<file path="config.mk">
export PLATFORM = sky130hd
export DESIGN_NAME = reader_writer_lock_arbiter_unit
export DESIGN_NICKNAME = d
export VERILOG_FILES = /design/src/hw/rtl/rwl_pkg.sv /design/src/hw/rtl/reader_writer_lock_arbiter_unit.sv /design/src/hw/rtl/rwl_fifo.sv /design/src/hw/rtl/rwl_datapath.sv /design/src/hw/rtl/rwl_ctrl.sv
export SDC_FILE = /design/constraint.sdc
export NUM_CORES = 1
export LEC_CHECK = 0
export BUFFER_PORTS_ARGS = -buffer_cell sky130_fd_sc_hd__buf_2
export CORE_MARGIN = 2
export CORE_UTILIZATION = 67
export DETAILED_ROUTE_END_ITERATION = 8
export PLACE_DENSITY = 0.94
export RECOVER_POWER = 50
export SLEW_MARGIN = 20
export SYNTH_ARGS = -nofsm -noshare
export SYNTH_HDL_FRONTEND = slang
export SYNTH_SLANG_ARGS = --single-unit
</file>
<file path="constraint.sdc">
create_clock -name clk_i -period 4.95 [get_ports clk_i]
set_input_delay 0 -clock clk_i [delete_from_list [all_inputs] [get_ports clk_i]]
set_output_delay 0 -clock clk_i [all_outputs]
set_load 0.02 [all_outputs]
</file>
<file path="src/hw/rtl/rwl_pkg.sv">
// Shared types and constants for the reader-writer lock arbiter.
package rwl_pkg;

  localparam int IdW        = 4;
  localparam int ReaderCntW = 5;
  localparam int SinceW     = 8;
  localparam int GrantCntW  = 5;
  localparam int CfgIdxW    = 1;
  localparam int CfgDataW   = 8;

  localparam logic [ReaderCntW-1:0] ReaderCntMax = 5'd31;
  localparam logic [SinceW-1:0]     SinceMax     = 8'd255;
  localparam logic [GrantCntW-1:0]  ResultLimit  = 5'd16;

  // priority_mode codes
  localparam logic [1:0] PrioReaders = 2'd0;
  localparam logic [1:0] PrioWriters = 2'd1;
  localparam logic [1:0] PrioNWay    = 2'd2;
  localparam logic [1:0] PrioUnused  = 2'd3;

  // configuration register indexes
  localparam logic [CfgIdxW-1:0] CfgPriorityMode = 1'd0;
  localparam logic [CfgIdxW-1:0] CfgNWayLimit    = 1'd1;

  typedef enum logic [1:0] {
    OpReadAcq  = 2'd0,
    OpReadRel  = 2'd1,
    OpWriteAcq = 2'd2,
    OpWriteRel = 2'd3
  } rwl_op_e;

  typedef struct packed {
    logic [1:0]     mode;
    logic [IdW-1:0] requester;
  } rwl_req_t;

  typedef struct packed {
    logic [IdW-1:0] granted_requester;
    logic           granted_kind;
    logic           last;
  } rwl_grant_t;

  typedef enum logic [2:0] {
    StIdle,
    StDecide,
    StRelSel,
    StWakeRd,
    StWakeWr,
    StEmit
  } rwl_state_e;

  typedef struct packed {
    logic capture_req;
    logic clr_grants;
    logic grant_rd_req;
    logic grant_wr_req;
    logic grant_rd_pop;
    logic grant_wr_pop;
    logic push_rd;
    logic push_wr;
    logic dec_readers;
    logic clr_writer;
    logic load_out;
    logic last;
  } rwl_cmd_t;

  typedef struct packed {
    rwl_op_e    op;
    logic [1:0] prio;
    logic       rd_blocked;
    logic       wr_blocked;
    logic       rd_waiting;
    logic       wr_waiting;
    logic       rd_full;
    logic       wr_full;
    logic       readers_active;
    logic       last_reader;
    logic       writer_holds;
    logic       since_below_limit;
    logic       grant_room;
    logic       out_free;
  } rwl_status_t;

endpackage

</file>
<file path="src/hw/rtl/reader_writer_lock_arbiter_unit.sv">
// Top level of the reader-writer lock arbiter.
//
//  channel | direction | handshake                 | payload
//  in      | input     | in_valid_i / in_ready_o   | in_req_i    (mode, requester)
//  out     | output    | out_valid_o / out_ready_i | out_grant_o (requester, kind, last)
//  cfg     | input     | cfg_we_i                  | cfg_index_i, cfg_wdata_i
//
// A request is taken only while the sequencer is idle. An acquire passes through
// the decide step and, with a grant, the emit step; a release that wakes queued
// readers alternates wake and emit steps, one pop per reader, set by the registered
// head read of the wait queue. A stalled output holds the sequencer in its emit step.
// Reset is asynchronous; queues start empty, no clearing pass.
module reader_writer_lock_arbiter_unit #(
  parameter int QUEUE_DEPTH = 16
) (
  input  logic                          clk_i,
  input  logic                          rst_ni,
  input  logic                          in_valid_i,
  output logic                          in_ready_o,
  input  rwl_pkg::rwl_req_t             in_req_i,
  output logic                          out_valid_o,
  input  logic                          out_ready_i,
  output rwl_pkg::rwl_grant_t           out_grant_o,
  input  logic                          cfg_we_i,
  input  logic [rwl_pkg::CfgIdxW-1:0]   cfg_index_i,
  input  logic [rwl_pkg::CfgDataW-1:0]  cfg_wdata_i
);

  rwl_pkg::rwl_cmd_t    cmd;
  rwl_pkg::rwl_status_t status;

  rwl_ctrl u_ctrl (
    .clk_i      (clk_i),
    .rst_ni     (rst_ni),
    .in_valid_i (in_valid_i),
    .in_ready_o (in_ready_o),
    .status_i   (status),
    .cmd_o      (cmd)
  );

  rwl_datapath #(.QUEUE_DEPTH(QUEUE_DEPTH)) u_datapath (
    .clk_i       (clk_i),
    .rst_ni      (rst_ni),
    .in_req_i    (in_req_i),
    .cfg_we_i    (cfg_we_i),
    .cfg_index_i (cfg_index_i),
    .cfg_wdata_i (cfg_wdata_i),
    .out_ready_i (out_ready_i),
    .out_valid_o (out_valid_o),
    .out_grant_o (out_grant_o),
    .cmd_i       (cmd),
    .status_o    (status)
  );

endmodule

</file>
<file path="src/hw/rtl/rwl_fifo.sv">
// Circular FIFO of requester ids with a registered head read.
module rwl_fifo #(
  parameter int DEPTH = 16
) (
  input  logic                     clk_i,
  input  logic                     rst_ni,
  input  logic                     push_i,
  input  logic [rwl_pkg::IdW-1:0]  data_i,
  input  logic                     pop_i,
  output logic [rwl_pkg::IdW-1:0]  head_o,
  output logic                     nonempty_o,
  output logic                     full_o
);

  localparam int PtrW = $clog2(DEPTH);
  localparam int CntW = $clog2(DEPTH + 1);

  logic [rwl_pkg::IdW-1:0] mem_q [DEPTH];
  logic [rwl_pkg::IdW-1:0] rd_q;
  logic [PtrW-1:0]         head_q, head_d, tail_q, tail_d;
  logic [CntW-1:0]         cnt_q, cnt_d;

  always_ff @(posedge clk_i) begin
    if (push_i) begin
      mem_q[tail_q] <= data_i;
    end
    rd_q <= mem_q[head_q];
  end

  always_comb begin
    head_d = head_q;
    tail_d = tail_q;
    cnt_d  = cnt_q;
    if (push_i) begin
      tail_d = (tail_q == PtrW'(DEPTH - 1)) ? '0 : tail_q + PtrW'(1);
      cnt_d  = cnt_q + CntW'(1);
    end else if (pop_i) begin
      head_d = (head_q == PtrW'(DEPTH - 1)) ? '0 : head_q + PtrW'(1);
      cnt_d  = cnt_q - CntW'(1);
    end
  end

  always_ff @(posedge clk_i or negedge rst_ni) begin
    if (!rst_ni) begin
      head_q <= '0;
      tail_q <= '0;
      cnt_q  <= '0;
    end else begin
      head_q <= head_d;
      tail_q <= tail_d;
      cnt_q  <= cnt_d;
    end
  end

  assign head_o     = rd_q;
  assign nonempty_o = (cnt_q != '0);
  assign full_o     = (cnt_q == CntW'(DEPTH));

endmodule

</file>
<file path="src/hw/rtl/rwl_datapath.sv">
// Lock state, wait queues, config registers and the output register.
module rwl_datapath #(
  parameter int QUEUE_DEPTH = 16
) (
  input  logic                          clk_i,
  input  logic                          rst_ni,
  input  rwl_pkg::rwl_req_t             in_req_i,
  input  logic                          cfg_we_i,
  input  logic [rwl_pkg::CfgIdxW-1:0]   cfg_index_i,
  input  logic [rwl_pkg::CfgDataW-1:0]  cfg_wdata_i,
  input  logic                          out_ready_i,
  output logic                          out_valid_o,
  output rwl_pkg::rwl_grant_t           out_grant_o,
  input  rwl_pkg::rwl_cmd_t             cmd_i,
  output rwl_pkg::rwl_status_t          status_o
);

  logic [1:0]                        prio_q;
  logic [rwl_pkg::SinceW-1:0]        nlim_q;
  rwl_pkg::rwl_req_t                 req_q;
  logic [rwl_pkg::ReaderCntW-1:0]    arc_q, arc_d;
  logic                              wh_q, wh_d;
  logic [rwl_pkg::SinceW-1:0]        rsw_q, rsw_d;
  logic [rwl_pkg::GrantCntW-1:0]     gcnt_q, gcnt_d;
  logic [rwl_pkg::IdW-1:0]           pend_id_q;
  logic                              pend_kind_q;
  logic                              out_valid_q;
  rwl_pkg::rwl_grant_t               out_q;

  logic [rwl_pkg::IdW-1:0] rd_head, wr_head, grant_id;
  logic rd_waiting, wr_waiting, rd_full, wr_full;
  logic grant_rd, grant_wr, any_grant;
  logic [1:0] prio_eff;
  logic since_below, rd_blocked, wr_blocked;

  rwl_fifo #(.DEPTH(QUEUE_DEPTH)) u_rd_fifo (
    .clk_i      (clk_i),
    .rst_ni     (rst_ni),
    .push_i     (cmd_i.push_rd),
    .data_i     (req_q.requester),
    .pop_i      (cmd_i.grant_rd_pop),
    .head_o     (rd_head),
    .nonempty_o (rd_waiting),
    .full_o     (rd_full)
  );

  rwl_fifo #(.DEPTH(QUEUE_DEPTH)) u_wr_fifo (
    .clk_i      (clk_i),
    .rst_ni     (rst_ni),
    .push_i     (cmd_i.push_wr),
    .data_i     (req_q.requester),
    .pop_i      (cmd_i.grant_wr_pop),
    .head_o     (wr_head),
    .nonempty_o (wr_waiting),
    .full_o     (wr_full)
  );

  // unused mode code behaves as readers first
  assign prio_eff    = (prio_q == rwl_pkg::PrioUnused) ? rwl_pkg::PrioReaders : prio_q;
  assign since_below = (rsw_q < nlim_q);

  assign rd_blocked = wh_q
                    | ((prio_eff == rwl_pkg::PrioWriters) & wr_waiting)
                    | ((prio_eff == rwl_pkg::PrioNWay) & wr_waiting & ~since_below);
  assign wr_blocked = (arc_q != '0) | wh_q
                    | ((prio_eff == rwl_pkg::PrioReaders) & rd_waiting)
                    | ((prio_eff == rwl_pkg::PrioNWay) & rd_waiting & since_below);

  assign grant_rd  = cmd_i.grant_rd_req | cmd_i.grant_rd_pop;
  assign grant_wr  = cmd_i.grant_wr_req | cmd_i.grant_wr_pop;
  assign any_grant = grant_rd | grant_wr;
  assign grant_id  = cmd_i.grant_rd_pop ? rd_head :
                     cmd_i.grant_wr_pop ? wr_head : req_q.requester;

  always_comb begin
    arc_d  = arc_q;
    wh_d   = wh_q;
    rsw_d  = rsw_q;
    gcnt_d = gcnt_q;
    if (grant_rd) begin
      if (arc_q != rwl_pkg::ReaderCntMax) arc_d = arc_q + 5'd1;
      if (rsw_q != rwl_pkg::SinceMax) rsw_d = rsw_q + 8'd1;
    end else if (cmd_i.dec_readers) begin
      arc_d = arc_q - 5'd1;
    end
    if (grant_wr) begin
      wh_d  = 1'b1;
      rsw_d = '0;
    end else if (cmd_i.clr_writer) begin
      wh_d = 1'b0;
    end
    if (cmd_i.clr_grants) begin
      gcnt_d = '0;
    end else if (any_grant) begin
      gcnt_d = gcnt_q + 5'd1;
    end
  end

  always_ff @(posedge clk_i or negedge rst_ni) begin
    if (!rst_ni) begin
      prio_q      <= rwl_pkg::PrioReaders;
      nlim_q      <= 8'd1;
      arc_q       <= '0;
      wh_q        <= 1'b0;
      rsw_q       <= '0;
      gcnt_q      <= '0;
      out_valid_q <= 1'b0;
    end else begin
      if (cfg_we_i) begin
        case (cfg_index_i)
          rwl_pkg::CfgPriorityMode: prio_q <= cfg_wdata_i[1:0];
          rwl_pkg::CfgNWayLimit:    nlim_q <= cfg_wdata_i;
          default: ;
        endcase
      end
      arc_q  <= arc_d;
      wh_q   <= wh_d;
      rsw_q  <= rsw_d;
      gcnt_q <= gcnt_d;
      if (cmd_i.load_out) begin
        out_valid_q <= 1'b1;
      end else if (out_ready_i) begin
        out_valid_q <= 1'b0;
      end
    end
  end

  always_ff @(posedge clk_i) begin
    if (cmd_i.capture_req) req_q <= in_req_i;
    if (any_grant) begin
      pend_id_q   <= grant_id;
      pend_kind_q <= grant_wr;
    end
    if (cmd_i.load_out) begin
      out_q.granted_requester <= pend_id_q;
      out_q.granted_kind      <= pend_kind_q;
      out_q.last              <= cmd_i.last;
    end
  end

  assign out_valid_o = out_valid_q;
  assign out_grant_o = out_q;

  always_comb begin
    status_o.op                = rwl_pkg::rwl_op_e'(req_q.mode);
    status_o.prio              = prio_eff;
    status_o.rd_blocked        = rd_blocked;
    status_o.wr_blocked        = wr_blocked;
    status_o.rd_waiting        = rd_waiting;
    status_o.wr_waiting        = wr_waiting;
    status_o.rd_full           = rd_full;
    status_o.wr_full           = wr_full;
    status_o.readers_active    = (arc_q != '0);
    status_o.last_reader       = (arc_q == 5'd1);
    status_o.writer_holds      = wh_q;
    status_o.since_below_limit = since_below;
    status_o.grant_room        = (gcnt_q < rwl_pkg::ResultLimit);
    status_o.out_free          = ~out_valid_q | out_ready_i;
  end

`ifndef SYNTHESIS
  a_excl_hold: assert property (@(posedge clk_i) disable iff (!rst_ni)
    wh_q |-> (arc_q == '0))
    else $error("writer holds lock while readers are active");
  a_out_overwrite: assert property (@(posedge clk_i) disable iff (!rst_ni)
    cmd_i.load_out |-> (~out_valid_q | out_ready_i))
    else $error("output register overwritten while stalled");
  a_grant_limit: assert property (@(posedge clk_i) disable iff (!rst_ni)
    gcnt_q <= rwl_pkg::ResultLimit)
    else $error("grant count beyond limit");
  a_push_full: assert property (@(posedge clk_i) disable iff (!rst_ni)
    (cmd_i.push_rd |-> ~rd_full) and (cmd_i.push_wr |-> ~wr_full))
    else $error("push into full wait queue");
  a_pop_empty: assert property (@(posedge clk_i) disable iff (!rst_ni)
    (cmd_i.grant_rd_pop |-> rd_waiting) and (cmd_i.grant_wr_pop |-> wr_waiting))
    else $error("pop from empty wait queue");
`endif

endmodule

</file>
<file path="src/hw/rtl/rwl_ctrl.sv">
// Sequencer for the lock arbiter: decides, wakes waiters and emits grants.
module rwl_ctrl (
  input  logic                  clk_i,
  input  logic                  rst_ni,
  input  logic                  in_valid_i,
  output logic                  in_ready_o,
  input  rwl_pkg::rwl_status_t  status_i,
  output rwl_pkg::rwl_cmd_t     cmd_o
);

  rwl_pkg::rwl_state_e state_q, state_d;
  logic loop_q, loop_d;
  logic rd_wake_ok, wr_wake_ok, more;

  assign rd_wake_ok = status_i.rd_waiting & ~status_i.rd_blocked & status_i.grant_room;
  assign wr_wake_ok = status_i.wr_waiting & ~status_i.wr_blocked;
  // another reader follows only inside a reader wake sweep
  assign more       = loop_q & rd_wake_ok;

  always_comb begin
    state_d = state_q;
    case (state_q)
      rwl_pkg::StIdle: begin
        if (in_valid_i) state_d = rwl_pkg::StDecide;
      end
      rwl_pkg::StDecide: begin
        case (status_i.op)
          rwl_pkg::OpReadAcq:
            state_d = status_i.rd_blocked ? rwl_pkg::StIdle : rwl_pkg::StEmit;
          rwl_pkg::OpWriteAcq:
            state_d = status_i.wr_blocked ? rwl_pkg::StIdle : rwl_pkg::StEmit;
          rwl_pkg::OpReadRel:
            state_d = (status_i.readers_active & status_i.last_reader) ?
                      rwl_pkg::StWakeWr : rwl_pkg::StIdle;
          rwl_pkg::OpWriteRel:
            state_d = status_i.writer_holds ? rwl_pkg::StRelSel : rwl_pkg::StIdle;
          default: state_d = rwl_pkg::StIdle;
        endcase
      end
      rwl_pkg::StRelSel: begin
        case (status_i.prio)
          rwl_pkg::PrioWriters:
            state_d = status_i.wr_waiting ? rwl_pkg::StWakeWr : rwl_pkg::StWakeRd;
          rwl_pkg::PrioNWay: begin
            if (status_i.rd_waiting & status_i.since_below_limit) begin
              state_d = rwl_pkg::StWakeRd;
            end else if (status_i.wr_waiting) begin
              state_d = rwl_pkg::StWakeWr;
            end else begin
              state_d = rwl_pkg::StWakeRd;
            end
          end
          default:
            state_d = status_i.rd_waiting ? rwl_pkg::StWakeRd : rwl_pkg::StWakeWr;
        endcase
      end
      rwl_pkg::StWakeRd: state_d = rd_wake_ok ? rwl_pkg::StEmit : rwl_pkg::StIdle;
      rwl_pkg::StWakeWr: state_d = wr_wake_ok ? rwl_pkg::StEmit : rwl_pkg::StIdle;
      rwl_pkg::StEmit: begin
        if (status_i.out_free) state_d = more ? rwl_pkg::StWakeRd : rwl_pkg::StIdle;
      end
      default: state_d = rwl_pkg::StIdle;
    endcase
  end

  always_comb begin
    loop_d = loop_q;
    case (state_q)
      rwl_pkg::StDecide, rwl_pkg::StWakeWr: loop_d = 1'b0;
      rwl_pkg::StWakeRd:                    loop_d = 1'b1;
      default: ;
    endcase
  end

  always_comb begin
    cmd_o      = '0;
    in_ready_o = 1'b0;
    case (state_q)
      rwl_pkg::StIdle: begin
        in_ready_o        = 1'b1;
        cmd_o.capture_req = in_valid_i;
        cmd_o.clr_grants  = in_valid_i;
      end
      rwl_pkg::StDecide: begin
        case (status_i.op)
          rwl_pkg::OpReadAcq: begin
            cmd_o.grant_rd_req = ~status_i.rd_blocked;
            cmd_o.push_rd      = status_i.rd_blocked & ~status_i.rd_full;
          end
          rwl_pkg::OpWriteAcq: begin
            cmd_o.grant_wr_req = ~status_i.wr_blocked;
            cmd_o.push_wr      = status_i.wr_blocked & ~status_i.wr_full;
          end
          rwl_pkg::OpReadRel:  cmd_o.dec_readers = status_i.readers_active;
          rwl_pkg::OpWriteRel: cmd_o.clr_writer  = status_i.writer_holds;
          default: ;
        endcase
      end
      rwl_pkg::StWakeRd: cmd_o.grant_rd_pop = rd_wake_ok;
      rwl_pkg::StWakeWr: cmd_o.grant_wr_pop = wr_wake_ok;
      rwl_pkg::StEmit: begin
        cmd_o.load_out = status_i.out_free;
        cmd_o.last     = ~more;
      end
      default: ;
    endcase
  end

  always_ff @(posedge clk_i or negedge rst_ni) begin
    if (!rst_ni) begin
      state_q <= rwl_pkg::StIdle;
      loop_q  <= 1'b0;
    end else begin
      state_q <= state_d;
      loop_q  <= loop_d;
    end
  end

`ifndef SYNTHESIS
  a_emit_after_grant: assert property (@(posedge clk_i) disable iff (!rst_ni)
    (state_q != rwl_pkg::StEmit) && (state_d == rwl_pkg::StEmit) |->
      (cmd_o.grant_rd_req | cmd_o.grant_wr_req | cmd_o.grant_rd_pop | cmd_o.grant_wr_pop))
    else $error("emit entered without a grant");
  a_accept_idle: assert property (@(posedge clk_i) disable iff (!rst_ni)
    (in_valid_i && in_ready_o) |=> (state_q == rwl_pkg::StDecide))
    else $error("accepted request not decided");
  a_sweep_reader: assert property (@(posedge clk_i) disable iff (!rst_ni)
    (state_q == rwl_pkg::StEmit) && status_i.out_free && more |=>
      (state_q == rwl_pkg::StWakeRd))
    else $error("reader sweep lost");
`endif

endmodule
</file>
==> metrics.md <==
| Metric | Value |
|---|---|
| CP Class | `reg -> reg` |
| Critical path arrival | `4.39 ns` |
| Layout cell share with drive strength beyond 1 | `0.1332` |
| Sequential share of the synthesized area | `0.6193` |
| Main synth FF type | `edfxtp_1` |
| CTS Buf Count | `21` |
| Tcrit/Tclk final | `0.8038` |
| Highest routed metal layer | `met4` |
| Beginning of the worst hold path | `out_ready_i` |
| Startpoint Class | `flop` |
| Metal-1 WL | `a little under 8000 um` |
| Initial Util | `0.6762` |
| Setup_tns | `0 ns` |
| Final Net Count | `slightly above 800` |
| Largest net degree at the start of global routing | `61` |
| CP endpoint kind | `flop` |
| Top-area cell type share of the netlist area | `0.4482` |
| Largest area contributor in the netlist | `edfxtp_1` |
| Die X | `between 100 and 150 um` |
| Hold crit path type | `in -> reg` |
| Synthesized area | `approximately 9700 um^2` |
| Iteration-0 DRC count of the detailed router | `about 810` |
| WL met3 | `approximately 1700 um` |
| Final Util | `0.7522` |
| Hpwl dp | `between 10000 and 15000 um` |
| IO Port Bufs | `27` |
| Clk_skew | `around 0.012 ns` |
| Tmin final | `around 4.0 ns` |
| CORE AREA | `about 14000 um^2` |
| DR vias/cell | `between 6 and 7` |
| CTS clk-pin slew, worst paths | `0.06 ns` |
| Via count | `~6300` |
| Final Max Slew Viols | `61` |
| Area growth syn-to-layout | `11.24%` |
| Cell leakage power | `roughly 4.1 nW` |
| Slew headroom | `-1.289` |
| CTS tree | `done` |
| Max_cap viols | `1` |
| VDD IR max | `about 0.34 mV` |
| FP Rows | `44` |
| Global-route wire length before repair | `approximately 34000 um` |
| Worst reg-to-reg path cell count | `12` |
| Status | `finished, violations left` |
| FF-to-FF End | `u_datapath.u_wr_fifo.cnt_q[4]` |
| Post-synthesis cell count | `708` |
| Total Routing Usage GR | `0.2744` |
| Detail Route Antenna Nets | `0` |
| Wire length on met2 | `between 10000 and 15000 um` |
| RSZ-0062 raised after global routing | `false` |
| CTS-repair resized insts | `0` |
| EDFF count, synth | `roughly 150` |
| # hold bufs at CTS | `20` |
| GPL Wtd Cong | `0.9157` |
| Hold EP | `u_datapath.out_valid_o` |
| WL per Instance | `around 23 um` |
| Count of final setup violators | `0` |
| Congestion Overflow GR | `0` |
| Synth cell count leaders | `145 x edfxtp_1, 59 x dfrtp_1, 45 x nand2_1, 39 x mux2i_1, 33 x ha_1` |
| Die H | `approximately 120 um` |
| Setup repair bufs after CTS | `0` |
| Critical Path RT | `5.36 ns` |
| Post-synth ARST share | `0.2817` |
| DRT Pass-1 Iters | `6` |
| Aggregate routed wire length | `between 20000 and 25000 um` |
| Post-route DRC | `0` |
| Fmax | `about 250 MHz` |
| FF-to-FF setup slack | `between 0.9 and 1 ns` |
| Failing checks | `capacitance limit, slew limit` |
| Cell variety after synth | `74` |
| CP max FO | `24` |
| Die Footprint | `approximately 15000 um^2` |
| Top-count cell post-synth | `edfxtp_1` |
| Max Root-Sink Buffers | `3` |
| Worst skew pair latency | `a little under 0.5 ns` |
| Syn avg cell area | `~14 um^2` |
| Actual slew at the worst max-slew pin | `between 3 and 4 ns` |
| H-tree depth | `1` |
| Yosys reg bits | `roughly 210` |
| Reg2reg start | `u_datapath.rsw_q[7]` |
| N_diodes | `0` |
| # clock sinks | `roughly 210` |
| Antenna violations before repair | `0` |
| Final Hold Viols | `0` |
| Vias in the first global route | `between 6000 and 7000` |
| Root buf cell | `clkbuf_16` |
| Hold path depth | `3` |
| # IOs | `28` |
| Largest cells by area after synthesis | `edfxtp_1 45%, dfrtp_1 15%, ha_1 4.2%` |
| PwrDens | `492.2 nW/um^2` |
| Post-synth net total | `between 700 and 800` |
| Syn. warnings | `0` |
## layer usage
metal | vias to the layer above | global-route usage
li1 | 2753 | -
met4 | 0 | 0.09187
met1 | 3092 | 0.3504
met5 | - | 0
met3 | 86 | 0.03823
met2 | 392 | 0.4870
## sequential cells by signal (all words and copies together), names as in the netlist, 2 cells and up
register and count:
u_datapath.out_grant_o 6, u_datapath.u_rd_fifo.tail_q 4, u_datapath.u_wr_fifo.cnt_q 5, u_datapath.arc_q 5
u_datapath.u_rd_fifo.cnt_q 5, u_ctrl.state_q 3, u_datapath.u_wr_fifo.mem_q 64, u_datapath.u_rd_fifo.mem_q 64
u_datapath.rsw_q 8, u_datapath.u_wr_fifo.head_o 4, u_datapath.req_q 4, u_datapath.nlim_q 8
u_datapath.pend_id_q 4, u_datapath.gcnt_q 5, u_datapath.u_rd_fifo.head_o 4, u_datapath.prio_q 2
u_datapath.status_o 2, u_datapath.u_wr_fifo.tail_q 4, u_datapath.u_wr_fifo.head_q 4, u_datapath.u_rd_fifo.head_q 4
## worst max path at each step
stage | start | slack (ns) | cells after the start | to
global placement | u_datapath.rsw_q[7] | 1.30 | 14 | u_datapath.u_rd_fifo.cnt_q[4]
finish | u_datapath.rsw_q[7] | 0.97 | 12 | u_datapath.u_wr_fifo.cnt_q[4]
floorplan | u_datapath.rsw_q[7] | 1.64 | 13 | u_datapath.u_wr_fifo.cnt_q[4]
CTS | u_datapath.rsw_q[7] | 0.99 | 12 | u_datapath.u_wr_fifo.cnt_q[4]
global route | u_datapath.rsw_q[7] | 0.67 | 12 | u_datapath.u_wr_fifo.cnt_q[4]
detailed placement | u_datapath.rsw_q[7] | 1.10 | 14 | u_datapath.u_rd_fifo.cnt_q[4]
## final cells by class
cell class | count | area (um^2)
Tap cell | 184 | 230.2
Clock inverter | 8 | 95.09
Clock buffer | 29 | 565.5
Inverter | 32 | 120.1
Timing Repair Buffer | 53 | 356.6
Multi-Input combinational cell | 431 | 3423
Fill cell | 794 | 3561
Sequential cell | 213 | 6017
## power breakdown
part,internal [mW],total (mW),leakage [nW],switching (mW)
combinational,0.567,1.32,1.66,0.757
sequential,2.17,2.44,2.15,0.266
clock,0.905,1.56,0.318,0.650
total,3.65,5.32,4.12,1.67
## critical path, stage by stage (launching register included)
cell and delay (ns):
dfrtp_1 0.41, ha_1 0.33, and3_1 0.18, a211oi_1 0.35
o211ai_1 0.25, a21boi_4 0.31, o211a_1 0.60, inv_1 0.24
fa_1 0.50, a21o_1 0.18, a21oi_1 0.17, mux2i_1 0.23
xnor2_1 0.13
## cells by family after synthesis
logic type | synth area share
compound gates | 0.09195
xor+xnor | 0.01983
fa+ha+maj | 0.04662
buf+inv | 0.02833
flops | 0.6193
mux | 0.09620
simple gates | 0.09775
## cell usage in the layout, fill, tap and decap left out, types with 3 or more instances in the layout
cell             n
edfxtp_1       145
dfrtp_1         59
nand2_1         45
mux2i_1         39
ha_1            33
inv_1           32
nor2_1          30
a21oi_1         27
and3_1          23
o21ai_0         22
clkbuf_16       21
dlygate4sd3_1   20
buf_2           20
clkbuf_1        18
nor3_1          16
mux4_2          16
mux2_2          15
a221oi_1        13
xnor2_1         12
nand3_1         11
xor2_1          10
a21o_1           9
and2_1           8
a22oi_1          8
dfxtp_1          8
o211ai_1         7
nor2b_1          6
nand2b_1         6
a31oi_1          6
nand4_1          6
nand2_2          4
o21a_1           3
a211oi_1         3
nor3_2           3
nand3b_1         3
nor3b_1          3
## through the flow
step                      area (um^2)  power, mW  cells  setup slack, ns  hold slack, ns
final                           10810      5.320    950           0.9714         0.08757
after global routing            10810      5.529    950           0.6739         0.07543
after CTS                       10810      5.288    947           0.9923         0.06362
after detailed placement         9948      3.716    890            1.103          0.1785
after global placement           9948      3.592    890            1.299          0.1761
after floorplan                  9716      3.374    708            1.639         -0.2956
No activity file was read; power rests on OpenSTA's default activity.
